<file path="src/rtl/acfc_pkg.sv">
package acfc_pkg;

  // input item: one fetched instruction word and its address
  typedef struct packed {
    logic [31:0] instr_word;
    logic [31:0] instr_addr;
  } acfc_in_t;

  // result item: flow class, direct target and literal-load reference
  typedef struct packed {
    logic        may_continue;
    logic        jump_indirect;
    logic        jump_direct;
    logic        is_link;
    logic        undefined_op;
    logic [31:0] target_addr;
    logic        data_ref;
    logic        data_ref_byte;
    logic [31:0] data_ref_addr;
  } acfc_out_t;

  // how the literal address is formed from PC+8
  typedef enum logic [1:0] {
    DREF_BASE = 2'd0,
    DREF_ADD  = 2'd1,
    DREF_SUB  = 2'd2
  } acfc_dref_mode_t;

  localparam logic [3:0]  COND_ALWAYS  = 4'he;
  localparam logic [3:0]  REG_PC       = 4'hf;
  localparam logic [31:0] PC_AHEAD     = 32'd8;

  // encoding masks and match patterns, in priority order
  localparam logic [31:0] BX_MASK      = 32'h0fff_fff0;
  localparam logic [31:0] BX_MATCH     = 32'h012f_ff10;
  localparam logic [31:0] SWI_MASK     = 32'h0f00_0000;
  localparam logic [31:0] SWI_MATCH    = 32'h0f00_0000;
  localparam logic [31:0] B_MASK       = 32'h0e00_0000;
  localparam logic [31:0] B_MATCH      = 32'h0a00_0000;
  localparam logic [31:0] MRS_MASK     = 32'h0fbf_0fff;
  localparam logic [31:0] MRS_MATCH    = 32'h010f_0000;
  localparam logic [31:0] MSRR_MASK    = 32'h0fb0_fff0;
  localparam logic [31:0] MSRR_MATCH   = 32'h0120_f000;
  localparam logic [31:0] MSRI_MASK    = 32'h0fb0_f000;
  localparam logic [31:0] MSRI_MATCH   = 32'h0320_f000;
  localparam logic [31:0] MUL_MASK     = 32'h0fc0_00f0;
  localparam logic [31:0] MUL_MATCH    = 32'h0000_0090;
  localparam logic [31:0] MULL_MASK    = 32'h0f80_00f0;
  localparam logic [31:0] MULL_MATCH   = 32'h0080_0090;
  localparam logic [31:0] LS_MASK      = 32'h0c00_0000;
  localparam logic [31:0] LS_MATCH     = 32'h0400_0000;
  localparam logic [31:0] CRT_MASK     = 32'h0f00_0010;
  localparam logic [31:0] CRT_MATCH    = 32'h0e00_0010;
  localparam logic [31:0] SWP_MASK     = 32'h0fb0_0ff0;
  localparam logic [31:0] SWP_MATCH    = 32'h0100_0090;
  localparam logic [31:0] HLS_MASK     = 32'h0e00_0090;
  localparam logic [31:0] HLS_MATCH    = 32'h0000_0090;
  localparam logic [31:0] LSM_MASK     = 32'h0e00_0000;
  localparam logic [31:0] LSM_MATCH    = 32'h0800_0000;
  localparam logic [31:0] DP_MASK      = 32'h0c00_0000;
  localparam logic [31:0] DP_MATCH     = 32'h0000_0000;

  localparam logic [3:0]  OP_MOV       = 4'hd;
  localparam logic [3:0]  OP_MVN       = 4'hf;
  localparam logic [1:0]  OP_TEST_GRP  = 2'b10;

  localparam logic [1:0]  SH_SWP       = 2'd0;
  localparam logic [1:0]  SH_UH        = 2'd1;
  localparam logic [1:0]  SH_SB        = 2'd2;
  localparam logic [1:0]  SH_SH        = 2'd3;

  localparam logic [31:0] LIT_OFF_MASK = 32'h0000_0fff;

endpackage

</file>
<file path="src/rtl/arm_control_flow_classifier.sv">
// channel | ports                          | transfer when
// --------+--------------------------------+------------------------------
// input   | start, busy, in_data           | start high and busy low
// result  | out_valid, out_data            | out_valid high (one cycle)
//
// three register stages: decode, add/rotate, target select
// an input transfer passes through the decode, add/rotate and target-select registers to out_valid
// one word is taken every cycle; busy is always low
// the receiver cannot stall, so valid bits simply shift each cycle
// rst_n (synchronous) clears the valid bits only
module arm_control_flow_classifier
  import acfc_pkg::*;
(
  input  logic      clk,
  input  logic      rst_n,
  input  logic      start,
  output logic      busy,
  input  acfc_in_t  in_data,
  output logic      out_valid,
  output acfc_out_t out_data
);

  // ---------------- stage 1: encoding match ----------------
  logic        v1_r;
  logic        cont1_r, ind1_r, dirb1_r, dirm1_r, lnk1_r, und1_r, mvn1_r;
  logic [7:0]  imm1_r;
  logic [3:0]  rot1_r;
  logic [31:0] boff1_r;
  logic [31:0] base1_r;
  logic        dref1_r, dbyte1_r;
  acfc_dref_mode_t dmode1_r;
  logic [11:0] doff1_r;

  logic        cont_nxt, ind_nxt, dirb_nxt, dirm_nxt, lnk_nxt, und_nxt, mvn_nxt;
  logic        pcind_nxt, dref_nxt;
  acfc_dref_mode_t dmode_nxt;

  logic [31:0] w;
  logic [3:0]  rd, rn, op;
  logic        lbit;
  logic [1:0]  sh;

  assign w    = in_data.instr_word;
  assign rd   = w[15:12];
  assign rn   = w[19:16];
  assign op   = w[24:21];
  assign lbit = w[20];
  assign sh   = w[6:5];

  // priority decode of the control-flow class
  always_comb begin
    cont_nxt  = 1'b1;
    ind_nxt   = 1'b0;
    dirb_nxt  = 1'b0;
    dirm_nxt  = 1'b0;
    lnk_nxt   = 1'b0;
    und_nxt   = 1'b0;
    mvn_nxt   = 1'b0;
    pcind_nxt = 1'b0;
    priority if ((w & BX_MASK) == BX_MATCH) begin
      cont_nxt = 1'b0;
      ind_nxt  = 1'b1;
    end else if ((w & SWI_MASK) == SWI_MATCH) begin
      ind_nxt = 1'b1;
    end else if ((w & B_MASK) == B_MATCH) begin
      dirb_nxt = 1'b1;
      // link bit: BL returns, so it continues
      cont_nxt = w[24];
      lnk_nxt  = w[24];
    end else if (((w & MRS_MASK) == MRS_MATCH) || ((w & MSRR_MASK) == MSRR_MATCH) ||
                 ((w & MSRI_MASK) == MSRI_MATCH)) begin
      // status register moves fall through
      cont_nxt = 1'b1;
    end else if ((w & MUL_MASK) == MUL_MATCH) begin
      pcind_nxt = (rn == REG_PC);
    end else if ((w & MULL_MASK) == MULL_MATCH) begin
      pcind_nxt = (rn == REG_PC) || (rd == REG_PC);
    end else if ((w & LS_MASK) == LS_MATCH) begin
      pcind_nxt = lbit && (rd == REG_PC);
    end else if ((w & CRT_MASK) == CRT_MATCH) begin
      pcind_nxt = lbit && (rd == REG_PC);
    end else if ((w & SWP_MASK) == SWP_MATCH) begin
      pcind_nxt = (rd == REG_PC);
    end else if ((w & HLS_MASK) == HLS_MATCH) begin
      unique case (sh)
        SH_UH, SH_SH: pcind_nxt = lbit && (rd == REG_PC);
        SH_SB:        pcind_nxt = (rd == REG_PC);
        SH_SWP:       pcind_nxt = 1'b0;
        default:      pcind_nxt = 1'b0;
      endcase
    end else if ((w & LSM_MASK) == LSM_MATCH) begin
      pcind_nxt = lbit && w[15];
    end else if ((w & DP_MASK) == DP_MATCH) begin
      // compare/test ops do not write rd
      if ((op[3:2] != OP_TEST_GRP) && (rd == REG_PC)) begin
        cont_nxt = 1'b0;
        if (((op == OP_MOV) || (op == OP_MVN)) && w[25]) begin
          dirm_nxt = 1'b1;
          mvn_nxt  = (op == OP_MVN);
        end else begin
          ind_nxt = 1'b1;
        end
      end
    end else begin
      cont_nxt = 1'b0;
      und_nxt  = 1'b1;
    end

    if (pcind_nxt) begin
      cont_nxt = 1'b0;
      ind_nxt  = 1'b1;
    end
    // conditional instructions can always fall through, except undefined
    if (!und_nxt && (w[31:28] != COND_ALWAYS)) begin
      cont_nxt = 1'b1;
    end
  end

  // literal load: LDR/LDRB, immediate offset, base register is pc
  always_comb begin
    dref_nxt = ((w & LS_MASK) == LS_MATCH) && (rn == REG_PC) && !w[25] && lbit;
    priority if (!w[24]) begin
      dmode_nxt = DREF_BASE;
    end else if (w[23]) begin
      dmode_nxt = DREF_ADD;
    end else begin
      dmode_nxt = DREF_SUB;
    end
  end

  always_ff @(posedge clk) begin
    if (!rst_n) begin
      v1_r <= 1'b0;
    end else begin
      v1_r <= start;
    end
  end

  always_ff @(posedge clk) begin
    cont1_r  <= cont_nxt;
    ind1_r   <= ind_nxt;
    dirb1_r  <= dirb_nxt;
    dirm1_r  <= dirm_nxt;
    lnk1_r   <= lnk_nxt;
    und1_r   <= und_nxt;
    mvn1_r   <= mvn_nxt;
    imm1_r   <= w[7:0];
    rot1_r   <= w[11:8];
    boff1_r  <= {{6{w[23]}}, w[23:0], 2'b00};
    base1_r  <= in_data.instr_addr + PC_AHEAD;
    dref1_r  <= dref_nxt;
    dbyte1_r <= dref_nxt && w[22];
    dmode1_r <= dmode_nxt;
    doff1_r  <= w[11:0];
  end

  // ---------------- stage 2: adds and immediate rotate ----------------
  logic        v2_r;
  logic        cont2_r, ind2_r, dirb2_r, dirm2_r, lnk2_r, und2_r;
  logic [31:0] tgtb2_r, tgtm2_r;
  logic        dref2_r, dbyte2_r;
  logic [31:0] daddr2_r;

  logic [4:0]  rot_amt;
  logic [63:0] rot_wide;
  logic [31:0] rot_val;
  logic [31:0] doff_ext;
  logic [31:0] daddr_nxt;

  // rotate right by twice the 4-bit field; zero amount leaves it as is
  assign rot_amt  = {rot1_r, 1'b0};
  assign rot_wide = {24'd0, imm1_r, 24'd0, imm1_r} >> rot_amt;
  assign rot_val  = rot_wide[31:0];
  assign doff_ext = {20'd0, doff1_r};

  always_comb begin
    unique case (dmode1_r)
      DREF_ADD:  daddr_nxt = base1_r + doff_ext;
      DREF_SUB:  daddr_nxt = base1_r - doff_ext;
      DREF_BASE: daddr_nxt = base1_r;
      default:   daddr_nxt = base1_r;
    endcase
  end

  always_ff @(posedge clk) begin
    if (!rst_n) begin
      v2_r <= 1'b0;
    end else begin
      v2_r <= v1_r;
    end
  end

  always_ff @(posedge clk) begin
    cont2_r  <= cont1_r;
    ind2_r   <= ind1_r;
    dirb2_r  <= dirb1_r;
    dirm2_r  <= dirm1_r;
    lnk2_r   <= lnk1_r;
    und2_r   <= und1_r;
    tgtb2_r  <= base1_r + boff1_r;
    tgtm2_r  <= mvn1_r ? ~rot_val : rot_val;
    dref2_r  <= dref1_r;
    dbyte2_r <= dbyte1_r;
    daddr2_r <= dref1_r ? daddr_nxt : 32'd0;
  end

  // ---------------- stage 3: target select, output register ----------------
  logic      v3_r;
  acfc_out_t out3_r;
  acfc_out_t out_nxt;

  always_comb begin
    out_nxt.may_continue  = cont2_r;
    out_nxt.jump_indirect = ind2_r;
    out_nxt.jump_direct   = dirb2_r || dirm2_r;
    out_nxt.is_link       = lnk2_r;
    out_nxt.undefined_op  = und2_r;
    // target is zero unless a direct jump was found
    priority if (dirb2_r) begin
      out_nxt.target_addr = tgtb2_r;
    end else if (dirm2_r) begin
      out_nxt.target_addr = tgtm2_r;
    end else begin
      out_nxt.target_addr = 32'd0;
    end
    out_nxt.data_ref      = dref2_r;
    out_nxt.data_ref_byte = dbyte2_r;
    out_nxt.data_ref_addr = daddr2_r;
  end

  always_ff @(posedge clk) begin
    if (!rst_n) begin
      v3_r <= 1'b0;
    end else begin
      v3_r <= v2_r;
    end
  end

  always_ff @(posedge clk) begin
    out3_r <= out_nxt;
  end

  assign busy      = 1'b0;
  assign out_valid = v3_r;
  assign out_data  = out3_r;

endmodule
</file>
<file path="config.mk">
export PLATFORM = sky130hd
export DESIGN_NAME = arm_control_flow_classifier
export DESIGN_NICKNAME = d
export VERILOG_FILES = /design/src/rtl/acfc_pkg.sv /design/src/rtl/arm_control_flow_classifier.sv
export SDC_FILE = /design/constraint.sdc
export NUM_CORES = 1
export LEC_CHECK = 0
export ABC_AREA = 1
export ABC_CLOCK_PERIOD_IN_PS = 7800
export BUFFER_PORTS_ARGS = -buffer_cell sky130_fd_sc_hd__buf_4
export CORE_ASPECT_RATIO = 1.4
export CORE_UTILIZATION = 45
export DETAILED_ROUTE_END_ITERATION = 7
export GPL_TIMING_DRIVEN = 0
export SETUP_SLACK_MARGIN = 0.3
export SLEW_MARGIN = 0
export SYNTH_ARGS = -nofsm -noshare
export SYNTH_HDL_FRONTEND = slang
export SYNTH_SLANG_ARGS = --single-unit
</file>
<file path="constraint.sdc">
create_clock -name clk -period 7.8 [get_ports clk]
set_input_delay 1.17 -clock clk [delete_from_list [all_inputs] [get_ports clk]]
set_output_delay 1.17 -clock clk [all_outputs]
set_load 0.02 [all_outputs]
</file>
; Word-level counts from Yosys, hierarchy flattened
; Cells that the tools add are included.
[word_totals]
rom_bits = 0
out_inout_bits = 73
ramBits = 0
n_memories = 0
ff_bits = 269
latchBits = 0
[op_classes]
bitwise_logic = 5
n_addsub = 4
mux = 57
shift = 1
multipliers = 0
n_reduce_logical = 24
eq_ne = 24
div = 0
n_lt_le_gt_ge = 0
[ops]
columns = op, n
row1 = $mux 32, 3
row2 = $pmux 32 s2, 1
row3 = $mux 1, 51
row4 = $shr 40x5->32, 1
row5 = $add 32x12->32, 1
row6 = $add 32x32->32, 1
row7 = $add 32x4->32 const B, 1
row8 = $logic_not 32->1, 1
row9 = $not 32->32, 1
row10 = $sub 32x12->32, 1
row11 = $eq 24x21->1 const B, 1
row12 = $eq 23x20->1 const B, 1
row13 = $eq 4x4->1 const B, 5
row14 = $eq 19x16->1 const B, 1
row15 = $eq 15x12->1 const B, 1
row16 = $reduce_or 14->1, 1
row17 = $reduce_or 13->1, 1
row18 = $eq 11x9->1 const B, 1
row19 = $eq 10x4->1 const B, 1
row20 = $eq 9x5->1 const B, 1
row21 = $logic_and 1x1->1, 9
row22 = $eq 2x1->1 const B, 3
row23 = $eq 2x2->1 const B, 3
row24 = $eq 3x3->1 const B, 2
row25 = other kinds (12), 22

; Longest topological paths before layout
; Gate-level depths: netlist of the first run.
[logic_depth]
ltp_word = 16
mapped_depth = 20
depth_no_buf = 20

; Worst setup path before layout of the first run
; No wires, ideal clock.
[synth_path]
path_kind = flip-flop to flip-flop
startpoint = reg doff1_r[1]
endpoint = reg daddr2_r[31]
path_slack_ns = 5.099
n_path_buf = 0
required_time_ns = 7.668
setup_ns = 0.132
arrival_ns = 2.569
stages_incl_launch_ff = 18
path_cell_list = dfxtp_1 inv_1 ha_1 nand3_1 nor3_1 nand4_1 o21ai_0 ha_1 nand2_1 inv_1 a21oi_1 nand2_1 a21oi_1 nand2_1 nand2_1 nand2_1 nand2_1 a21oi_1
[synth_via]
elab_chain_cells = 2
word_cells_on_any_way = 3
[synth_lines]
columns = element, line_no
row1 = start: declaration, arm_control_flow_classifier.sv:32  ; logic [11:0] doff1_r;
row2 = start signal: assignment, arm_control_flow_classifier.sv:154  ; doff1_r <= w[11:0];
row3 = $sub 32x12->32 or $add 32x12->32 (tied branches), "arm_control_flow_classifier.sv:179, arm_control_flow_classifier.sv:178"
row4 = $pmux 32 s2 *, arm_control_flow_classifier.sv:177  ; unique case (dmode1_r)
row5 = end signal: assignment, arm_control_flow_classifier.sv:204  ; daddr2_r <= dref1_r ? daddr_nxt : 32'd0;
row6 = end: declaration, arm_control_flow_classifier.sv:162  ; logic [31:0] daddr2_r;
; Every way passes the cells marked *; elsewhere a longest branch is shown, timed or not.
; A chain may end at the register's enable or synchronous reset.

; Worst setup path in the final report of the first run
[layout_path]
startpoint = reg doff1_r[1]
endpoint = reg daddr2_r[15]
; The elaborated chain is that of the path after synthesis.

==> impl_metrics.ini, run 1 <==
[outcome]
status = complete, no violations

[critical_path]
r2r_start = doff1_r[1]$_DFF_P_
crit_path_top_delay_cell = o21ai_0
start_kind = register
crit_required_ns = 8.23
slowest_delay_ns = 0.66
arrival_ns = 4.29
worstSetupPathType = reg2reg
worstSetupEndpointType = register
crit_start = doff1_r[1]$_DFF_P_
crit_chain = inv_1 > ha_1 > nand3_1 > nor3_1 > nand4_1 > o21ai_0 > ha_1 > a21oi_1 > nand2_1 > a21oi_1 > nand2_1 > xor2_1 > o21ai_0 > inv_1
crit_fanout = 6

[min_path]
hp-start = daddr2_r[3]$_SDFF_PN0_
hold_class = reg2reg

[sta]
max_freq_ghz = 0.259
final-setup-viol-count = 0
fin_setup_tns_ns = 0
rsz0062_at_grt = no
finalCritPeriodShare = 0.495
hold_violations = 0
clock_skew_ns = 0.0341
report.final.slew_viol_count = 0
worstMarginPinSlew_ns = 0.791
finalCriticalPeriod_ns = 3.86
slew_headroom = 0.467

[logic_synthesis]
synth_flop_cell = dfxtp_1
synth-seq-cells = 245
netlist_area_sq_mm = 0.0119
synth.largest_area_cell = dfxtp_1
async_flop_share = 0
syn_nets = 1770
yosysWarnings = 0
syn_avg_cell_area_sq_um = 7.31
synth_common_cells = nand2_1, dfxtp_1, nor2_1, inv_1, nand3_1
synthTopCellsByArea = dfxtp_1, nand2_1, ha_1
netlist.area_leader.share = 0.411
ys_seq_area_frac = 0.411
synth_cells = 1635
synth.most_common_cell = nand2_1
synthDistinctLibCells = 49
synth_edf_count = 0

[cells_and_area]
fin_cells = 2143
drive_gt1_frac = 0.113
syn2layout_area_growth_pct = 19.1
n_antenna_cell = 0
nNetsFinal = 1935

[floorplan]
initial_utilization = 0.458
die_h_um = 195
rows = 70
ios = 140
core_area_sq_mm = 0.0261
die_w_um = 140
dieArea_sq_mm = 0.0272

[route]
drc = 0
first_pass_iters = 8
drt-total-wl_mm = 37.5
vias_per_cell = 5.05
initialDrtViolationCount = 555
vias = 10831
drt.antenna.violating_nets = 0
routedWlPerCell_um = 17.5

[power]
p_switching_uw = 894
power.static_leakage_uw = 0.00726
p_comb_frac = 0.173
powerDensity_mw_per_mm2 = 218
peakVddDrop_mv = 0.176
p_clk_frac = 0.384
p_int_uw = 2210
p_sw_frac = 0.288
p_seq_frac = 0.444

[global_route]
grt_pass1_vias = 10737
grt_overflow = 0
antenna_found_initial = 0
grt_use_total = 0.282
grt_max_degree = 16
grt_pass1_wl_mm = 58.0

[place]
place_inst = 2097
numPortBuffers = 138
dp_hpwl_mm = 31.4
gp_congestion = 1.00

[clock_network]
path_clk_slew_ns = 0.06
post_cts_resized = 0
insertion_delay_ns = 0.55
hold_buffers = 0
cts_setup_buffers = 0
ctsHtreeMaxLevel = 1
cts_buffers = 25
clk_path_buf_depth = 3
cts.sinks = 245
cts_tree = yes
cts-root-buf = clkbuf_16

[job]
maxCapViolCount = 0
worst paths after layout:
| path | slack (ns) | cells past startpoint | end |
|---|---|---|---|
| setup / recovery | 3.94 | 14 | daddr2_r[15]$_SDFF_PN0_ |
| hold / removal | 0.32 | 0 | out_data[3]$_DFF_P_ |
| setup reg to reg | 3.94 | 14 | daddr2_r[15]$_SDFF_PN0_ |
| hold reg to reg | 0.32 | 0 | out_data[3]$_DFF_P_ |
metrics by stage:
step / total power [uW] / worst slack [ns] / instance area (sq um) / utilization / hold WS [ns]
floorplan: 1740 / 5.10 / 11900 / - / 0.310
global route: 3250 / 3.69 / 14200 / 0.545 / 0.332
global placement: 1930 / 4.05 / 13400 / 0.513 / 0.310
CTS: 3130 / 4.03 / 14200 / 0.545 / 0.325
finish: 3100 / 3.94 / 14200 / 0.545 / 0.321
detailed placement: 1940 / 4.02 / 13400 / 0.513 / 0.312
logic make-up (layout without fill, tap and decap cells):
group                    Yosys count  after routing  synth area share
AND/OR/NAND/NOR                  793            793             0.279
other                              1              1          0.000314
AO/OA/AOI/OAI                    192            192            0.0878
adder cells (fa/ha/maj)           68             68            0.0725
buffers and inverters            231            415            0.0733
XOR/XNOR                         105            105            0.0770
flip-flops                       245            245             0.411
routing by layer:
metal | vias to the layer above | global-route usage | routed length, um | share of wire
met5 | - | 0 | 0 | 0
met4 | 0 | 0.167 | 2270 | 0.061
met3 | 104 | 0.0301 | 1400 | 0.037
met2 | 306 | 0.546 | 19900 | 0.53
met1 | 4886 | 0.287 | 13900 | 0.37
li1 | 5535 | - | - | -
power groups by stage:
stage          Clock, uW  Sequential (uW)  Combinational [uW]
2_1_floorplan          0             1390                 349
3_3_place_gp           0             1400                 529
3_5_place_dp           0             1400                 532
4_1_cts             1220             1380                 533
5_1_grt             1270             1380                 598
6_report            1190             1380                 536
critical path: cells and delay by family (launching register included):
kind,cells,cell delay (ns)
compound gates,4,1.41
fa+ha+maj,2,0.62
simple gates,5,0.97
flops,1,0.36
xor+xnor,1,0.16
buf+inv,2,0.25
cells in the final DEF (no fill, tap or decap), types with 10 or more instances in the layout:
cell type / count
nand2_1: 412
dfxtp_1: 245
nor2_1: 200
inv_1: 192
buf_4: 139
nand3_1: 115
xor2_1: 82
o21ai_0: 77
a21oi_1: 77
ha_1: 66
clkbuf_1: 30
clkbuf_16: 25
xnor2_1: 23
nor3_1: 20
nand4_1: 19
o21bai_1: 10
sequential cells by signal, indices dropped and copies added (netlist names), 2 cells and up:
register,flops
base1_r,32
daddr2_r,32
tgtm2_r,32
out_data,71
doff1_r,11
tgtb2_r,32
dmode1_r,2
boff1_r,13
cell type report:
cell class                 count  area [sq um]
buffer                        36           144
clock buffer                  35           723
clock inverter                11           113
fill                        2620         11900
inverter                     195           732
multi-input combinational   1159          6160
sequential                   245          4900
tap                          324           405
timing repair buffer         138          1040
Note: power is estimated with default switching activity, not from simulation.
==> run 2: changes to the inputs <==
Settings changed: ABC_CLOCK_PERIOD_IN_PS 7800 to 3200, PLACE_DENSITY from default to 0.67.
Clock period 7.8 ns to 3.2 ns, I/O delays scaled along.
==> run 2 against run 1 <==
Net effect: via count is 2.4% higher; count of clock-buffer cells in the layout down 3; design area increased by 6.1%; maximum frequency up 34%; utilization increased by 3.3 points; hold slack got worse by 0.26 ns.
==> impl_metrics.ini, run 2 (synthesis gave the netlist of run 1 again) <==
[sta]
finalCritPeriodShare = 0.901
rsz0062_at_grt = yes
max_freq_ghz = 0.347
hold_violations = 0
finalCriticalPeriod_ns = 2.88
clock_skew_ns = 0.0180
final-setup-viol-count = 0
fin_hold_ws_ns = 0.0574
worstMarginPinSlew_ns = 0.896
report.final.slew_viol_count = 0
slew_headroom = 0.396

[cells_and_area]
most-common-layout-cells = nand2_1, dfxtp_1, inv_1, nor2_1, buf_4
layout_commonest_cell = nand2_1
largest_reg_flops = 71
syn2layout_area_growth_pct = 26.3
drive_gt1_frac = 0.193
n_antenna_cell = 0
final_util = 0.578
nNetsFinal = 1954

[floorplan]
ios = 140
die_h_um = 195
core_area_sq_mm = 0.0261
rows = 70
initial_utilization = 0.458
dieArea_sq_mm = 0.0272
die_w_um = 140

[place]
numPortBuffers = 138
gp_congestion = 0.980
dp_hpwl_mm = 31.3

[job]
maxCapViolCount = 0

[route]
initialDrtViolationCount = 521
routedWlPerCell_um = 17.8
drc = 0
drt.antenna.violating_nets = 0
vias = 11092
drt-total-wl_mm = 38.3
vias_per_cell = 5.14
first_pass_iters = 5

[critical_path]
worstSetupPathType = reg2reg
rr_endpoint = daddr2_r[13]$_SDFF_PN0_
crit_chain = inv_4 > ha_4 > nand3_4 > nor3_4 > nand4_1 > buf_6 > nand2_2 > xor2_2 > ha_4 > a21oi_4 > o21bai_2 > a21oi_2 > nand2_2 > buf_4 > xor2_1 > o21ai_1 > inv_1
worstSetupEndpointType = register
crit_end = daddr2_r[13]$_SDFF_PN0_
reg2reg_slack_ns = 0.32
crit_family = compound AO/OA/AOI/OAI gates
arrival_ns = 3.30
crit_required_ns = 3.62
crit_path_top_delay_cell = dfxtp_4
worst_r2r_path_depth = 17
r2r_start = doff1_r[1]$_DFF_P_
crit_fanout = 6
slowest_delay_ns = 0.36
cp.depth = 17
worst-path-buf-inv = 4
crit_start = doff1_r[1]$_DFF_P_
start_kind = register

[clock_network]
cts.sinks = 245
ctsHtreeMaxLevel = 1
path_clk_slew_ns = 0.06
hold_buffers = 0
cts-root-buf = clkbuf_16
clk_path_buf_depth = 3
cts_tree = yes
cts_buffers = 24
insertion_delay_ns = 0.53

[min_path]
hold_class = in2reg
hp-start = in_data[2]

[global_route]
grt_use_total = 0.280
grt_pass1_wl_mm = 57.7
grt_overflow = 0
grt_pass1_vias = 10915
grt_max_degree = 16
antenna_found_initial = 0

[power]
peakVddDrop_mv = 0.415
power.static_leakage_uw = 0.00745
powerDensity_mw_per_mm2 = 516
p_total_uw = 7780

[outcome]
status = complete, no violations
==> run 2: power breakdown <==
part	internal, uW	switching [uW]
sequential	3240	111
clock	1750	1170
combinational	567	950
total	5550	2230
==> run 2: area by class of cell <==
| cell class | instances | area, sq um |
|---|---|---|
| plain buffers | 36 | 176 |
| repair buffers | 158 | 1220 |
| clock buffers | 32 | 682 |
| flip-flops and latches | 245 | 4920 |
| inverters | 195 | 741 |
| clock inverters | 11 | 146 |
| well taps | 324 | 405 |
| fillers | 2495 | 11000 |
| multi-input cells | 1159 | 6800 |
==> run 2: metrics by stage <==
step | worst slack [ns] | cells | TNS (ns) | area (sq um)
floorplan | 0.499 | 1635 | 0 | 11900
global placement | -0.810 | 2097 | -11.10 | 13400
detailed placement | -0.818 | 2097 | -11.11 | 13400
CTS | 0.302 | 2148 | 0 | 14600
global route | 0.166 | 2160 | 0 | 15100
finish | 0.318 | 2160 | 0 | 15100
==> run 2: what timing repair did <==
item	CTS	global route
endpoints found under the setup margin	28	26
setup buffers	8	12
pin swaps	18	29
endpoints found under the hold margin	0	0
gates resized for setup	96	101
cloned	0	0
==> run 2: worst reg2reg max path, delay by kind of cell (launching register included) <==
family / cells / cell delay [ns]
buf+inv: 4 / 0.49
flops: 1 / 0.36
simple gates: 5 / 0.58
fa+ha+maj: 2 / 0.43
compound gates: 4 / 0.59
xor+xnor: 2 / 0.34
==> run 2: how the worst min path moves through the flow <==
stage / endpoint / slack, ns / depth (start not counted)
2_1_floorplan: cont2_r$_DFF_P_ / 0.31 / 0
3_3_place_gp: out_data[14]$_DFF_P_ / 0.31 / 0
3_5_place_dp: out_data[26]$_DFF_P_ / 0.31 / 0
4_1_cts: base1_r[2]$_DFF_P_ / 0.05 / 1
5_1_grt: base1_r[2]$_DFF_P_ / 0.05 / 1
6_report: base1_r[2]$_DFF_P_ / 0.06 / 1
==> run 2: routing by layer <==
| metal | wire (um) | track usage | vias up |
|---|---|---|---|
| li1 | - | - | 5577 |
| met1 | 14400 | 0.290 | 5043 |
| met2 | 19700 | 0.526 | 347 |
| met3 | 1660 | 0.0313 | 125 |
| met4 | 2650 | 0.182 | 0 |
| met5 | 0 | 0 | - |
==> run 3: changes to the inputs <==
--- a/config.mk
+++ b/config.mk
@@ -10,3 +10,3 @@
 export BUFFER_PORTS_ARGS = -buffer_cell sky130_fd_sc_hd__buf_4
-export CORE_ASPECT_RATIO = 1.4
+export CORE_ASPECT_RATIO = 0.5
 export CORE_UTILIZATION = 45
@@ -15,3 +15,3 @@
 export PLACE_DENSITY = 0.67
-export SETUP_SLACK_MARGIN = 0.3
+export SETUP_SLACK_MARGIN = 0.4
 export SLEW_MARGIN = 0
==> constraint.sdc (replaced) <==
create_clock -name clk -period 3.2 [get_ports clk]
set_input_delay 0.16 -clock clk [delete_from_list [all_inputs] [get_ports clk]]
set_output_delay 0.16 -clock clk [all_outputs]
set_load 0.02 [all_outputs]
==> run 3 against run 2 <==
Net effect: clock skew decreased by 0.0019 ns; critical path type unchanged; design area increased by 5.6%; sequential share of layout area decreased by 1.7 points; hold slack got worse by 0.018 ns; routed wire length decreased by 3.1%; die area increased by 0.11%; global-route usage decreased by 1.6 points; setup slack improved by 0.090 ns; count of clock-buffer cells in the layout decreased by 4; utilization increased by 4.3 points; combinational power increased by 9%; sequential power about the same.
==> impl_metrics.ini, run 3 (synthesis gave the netlist of run 1 again) <==
[outcome]
status = complete, no violations

[cells_and_area]
largest_reg_flops = 71
multi_input_area_sq_mm = 0.00694
fillers = 2302
layout_commonest_cell = nand2_1
fin_area_sq_mm = 0.0159
regArea_sq_mm = 0.00492
drive_gt1_frac = 0.202
nNetsFinal = 2027
syn2layout_area_growth_pct = 33.4
most-common-layout-cells = nand2_1, dfxtp_1, inv_1, nor2_1, buf_4
fin_cells = 2253

[critical_path]
worstSetupEndpointType = register
crit_path_top_delay_cell = dfxtp_4
crit_fanout = 6
crit_chain = clkinv_4 > ha_4 > nand3_4 > nor3_4 > nand4_1 > buf_6 > o21ai_4 > ha_4 > nand2_4 > nor2_4 > inv_1 > nor3_2 > nand2_1 > nand2_2 > nand2_1 > nand3_1 > nand3_1 > nand2_1 > inv_1
worst-path-buf-inv = 4
crit_required_ns = 3.62
worstSetupPathType = reg2reg
arrival_ns = 3.21
cpMostUsedCell = nand2_1
slowest_delay_ns = 0.37
start_kind = register
crit_family = simple AND/OR/NAND/NOR gates

[power]
peakVddDrop_mv = 0.373
power.static_leakage_uw = 0.00774
p_total_uw = 7780
powerDensity_mw_per_mm2 = 488

[global_route]
antenna_found_initial = 1
grt_use_total = 0.264
grt_overflow = 0
grt_pass1_wl_mm = 55.1
grt_pass1_vias = 10246
grt_max_degree = 18

[clock_network]
cts.sinks = 245
cts-root-buf = clkbuf_16
cts_tree = yes
ctsHtreeMaxLevel = 1
cts_buffers = 23
insertion_delay_ns = 0.53
path_clk_slew_ns = 0.07
clk_path_buf_depth = 3

[place]
numPortBuffers = 138
gp_congestion = 0.940
dp_hpwl_mm = 28.2
place_inst = 2117
placed_cell_area_sq_mm = 0.0134

[job]
maxCapViolCount = 0

[sta]
clock_skew_ns = 0.0161
rsz0062_at_grt = yes
max_freq_ghz = 0.358
report.final.slew_viol_count = 0
worstMarginPinSlew_ns = 0.864
finalCriticalPeriod_ns = 2.79
finalCritPeriodShare = 0.872
final-setup-viol-count = 0
hold_violations = 0
slew_headroom = 0.424

[floorplan]
die_h_um = 117
rows = 41
dieArea_sq_mm = 0.0272
die_w_um = 232
initial_utilization = 0.466
ios = 140
core_area_sq_mm = 0.0256

[route]
drt-total-wl_mm = 37.1
vias_per_cell = 5.10
drt.antenna.violating_nets = 0
vias = 11500
routedWlPerCell_um = 16.5
drc = 0
initialDrtViolationCount = 1148
first_pass_iters = 6

[min_path]
hold_class = in2reg
-- run 3: cell types whose count changed in the layout (fill, tap and decap cells not counted), moves of 3 or more --
cell / before / now
nor2_2: 10 / 18
nand2_2: 36 / 39
clkbuf_1: 26 / 22
buf_4: 156 / 160
ha_1: 48 / 45
nor2_1: 184 / 174
nand2_1: 376 / 369
o21ai_2: 7 / 3
dlygate4sd3_1: 0 / 68
o21ai_0: 59 / 63
a21oi_1: 55 / 52
a21oi_2: 18 / 21
-- run 3: final timing paths --
kind              slack [ns]                    from                       to  cells after the start
setup reg to reg        0.41      doff1_r[1]$_DFF_P_  daddr2_r[24]$_SDFF_PN0_                     19
hold reg to reg         0.32  daddr2_r[4]$_SDFF_PN0_      out_data[4]$_DFF_P_                      0
hold / removal          0.04             in_data[57]         dbyte1_r$_DFF_P_                      4
setup / recovery        0.41      doff1_r[1]$_DFF_P_  daddr2_r[24]$_SDFF_PN0_                     19
-- run 3: what timing repair did --
| item | 4_1_cts | 5_1_grt |
|---|---|---|
| pin swaps | 18 | 47 |
| hold buffers | 68 | 0 |
| endpoints found under the hold margin | 66 | 0 |
| setup buffers | 7 | 19 |
| resized for setup | 81 | 149 |
| endpoints found under the setup margin | 24 | 23 |
| cloned | 0 | 0 |
-- run 3: per-layer routing --
metal,track usage,part of all wire,vias up
li1,-,-,5725
met1,0.366,0.46,5303
met2,0.426,0.44,396
met3,0.0516,0.072,76
met4,0.0596,0.023,0
met5,0,0,-
-- run 3: worst register-to-register path, cell delays in order, from the launching register on --
cell and delay (ns):
dfxtp_4 0.37, clkinv_4 0.06, ha_4 0.14, nand3_4 0.07, nor3_4 0.15, nand4_1 0.14, buf_6 0.19, o21ai_4 0.21
ha_4 0.24, nand2_4 0.10, nor2_4 0.13, inv_1 0.11, nor3_2 0.13, nand2_1 0.11, nand2_2 0.12, nand2_1 0.08
nand3_1 0.08, nand3_1 0.08, nand2_1 0.13, inv_1 0.04
-- run 3: area by class of cell --
type,instances,share of cell area
Inverter,195,0.0469
Clock buffer,28,0.0404
Buffer,36,0.0109
Antenna cell,1,0.000157
Clock inverter,13,0.00723
Tap cell,344,0.0270
Multi-Input combinational cell,1159,0.436
Sequential cell,245,0.309
Timing Repair Buffer,232,0.123
-- run 3: per-stage QoR --
step / hold WS, ns / setup TNS, ns / setup slack [ns] / utilization
finish: 0.0398 / 0 / 0.408 / 0.621
CTS: 0.0101 / 0 / 0.380 / 0.593
global placement: 0.267 / -6.60 / -0.476 / 0.523
floorplan: 0.188 / 0 / 0.499 / -
global route: 0.0300 / 0 / 0.263 / 0.621
detailed placement: 0.269 / -6.42 / -0.485 / 0.523
-- run 3: where the power goes --
group          switching (uW)  internal, uW
clock                    1250          1530
sequential                115          3240
combinational             992           658
total                    2350          5430
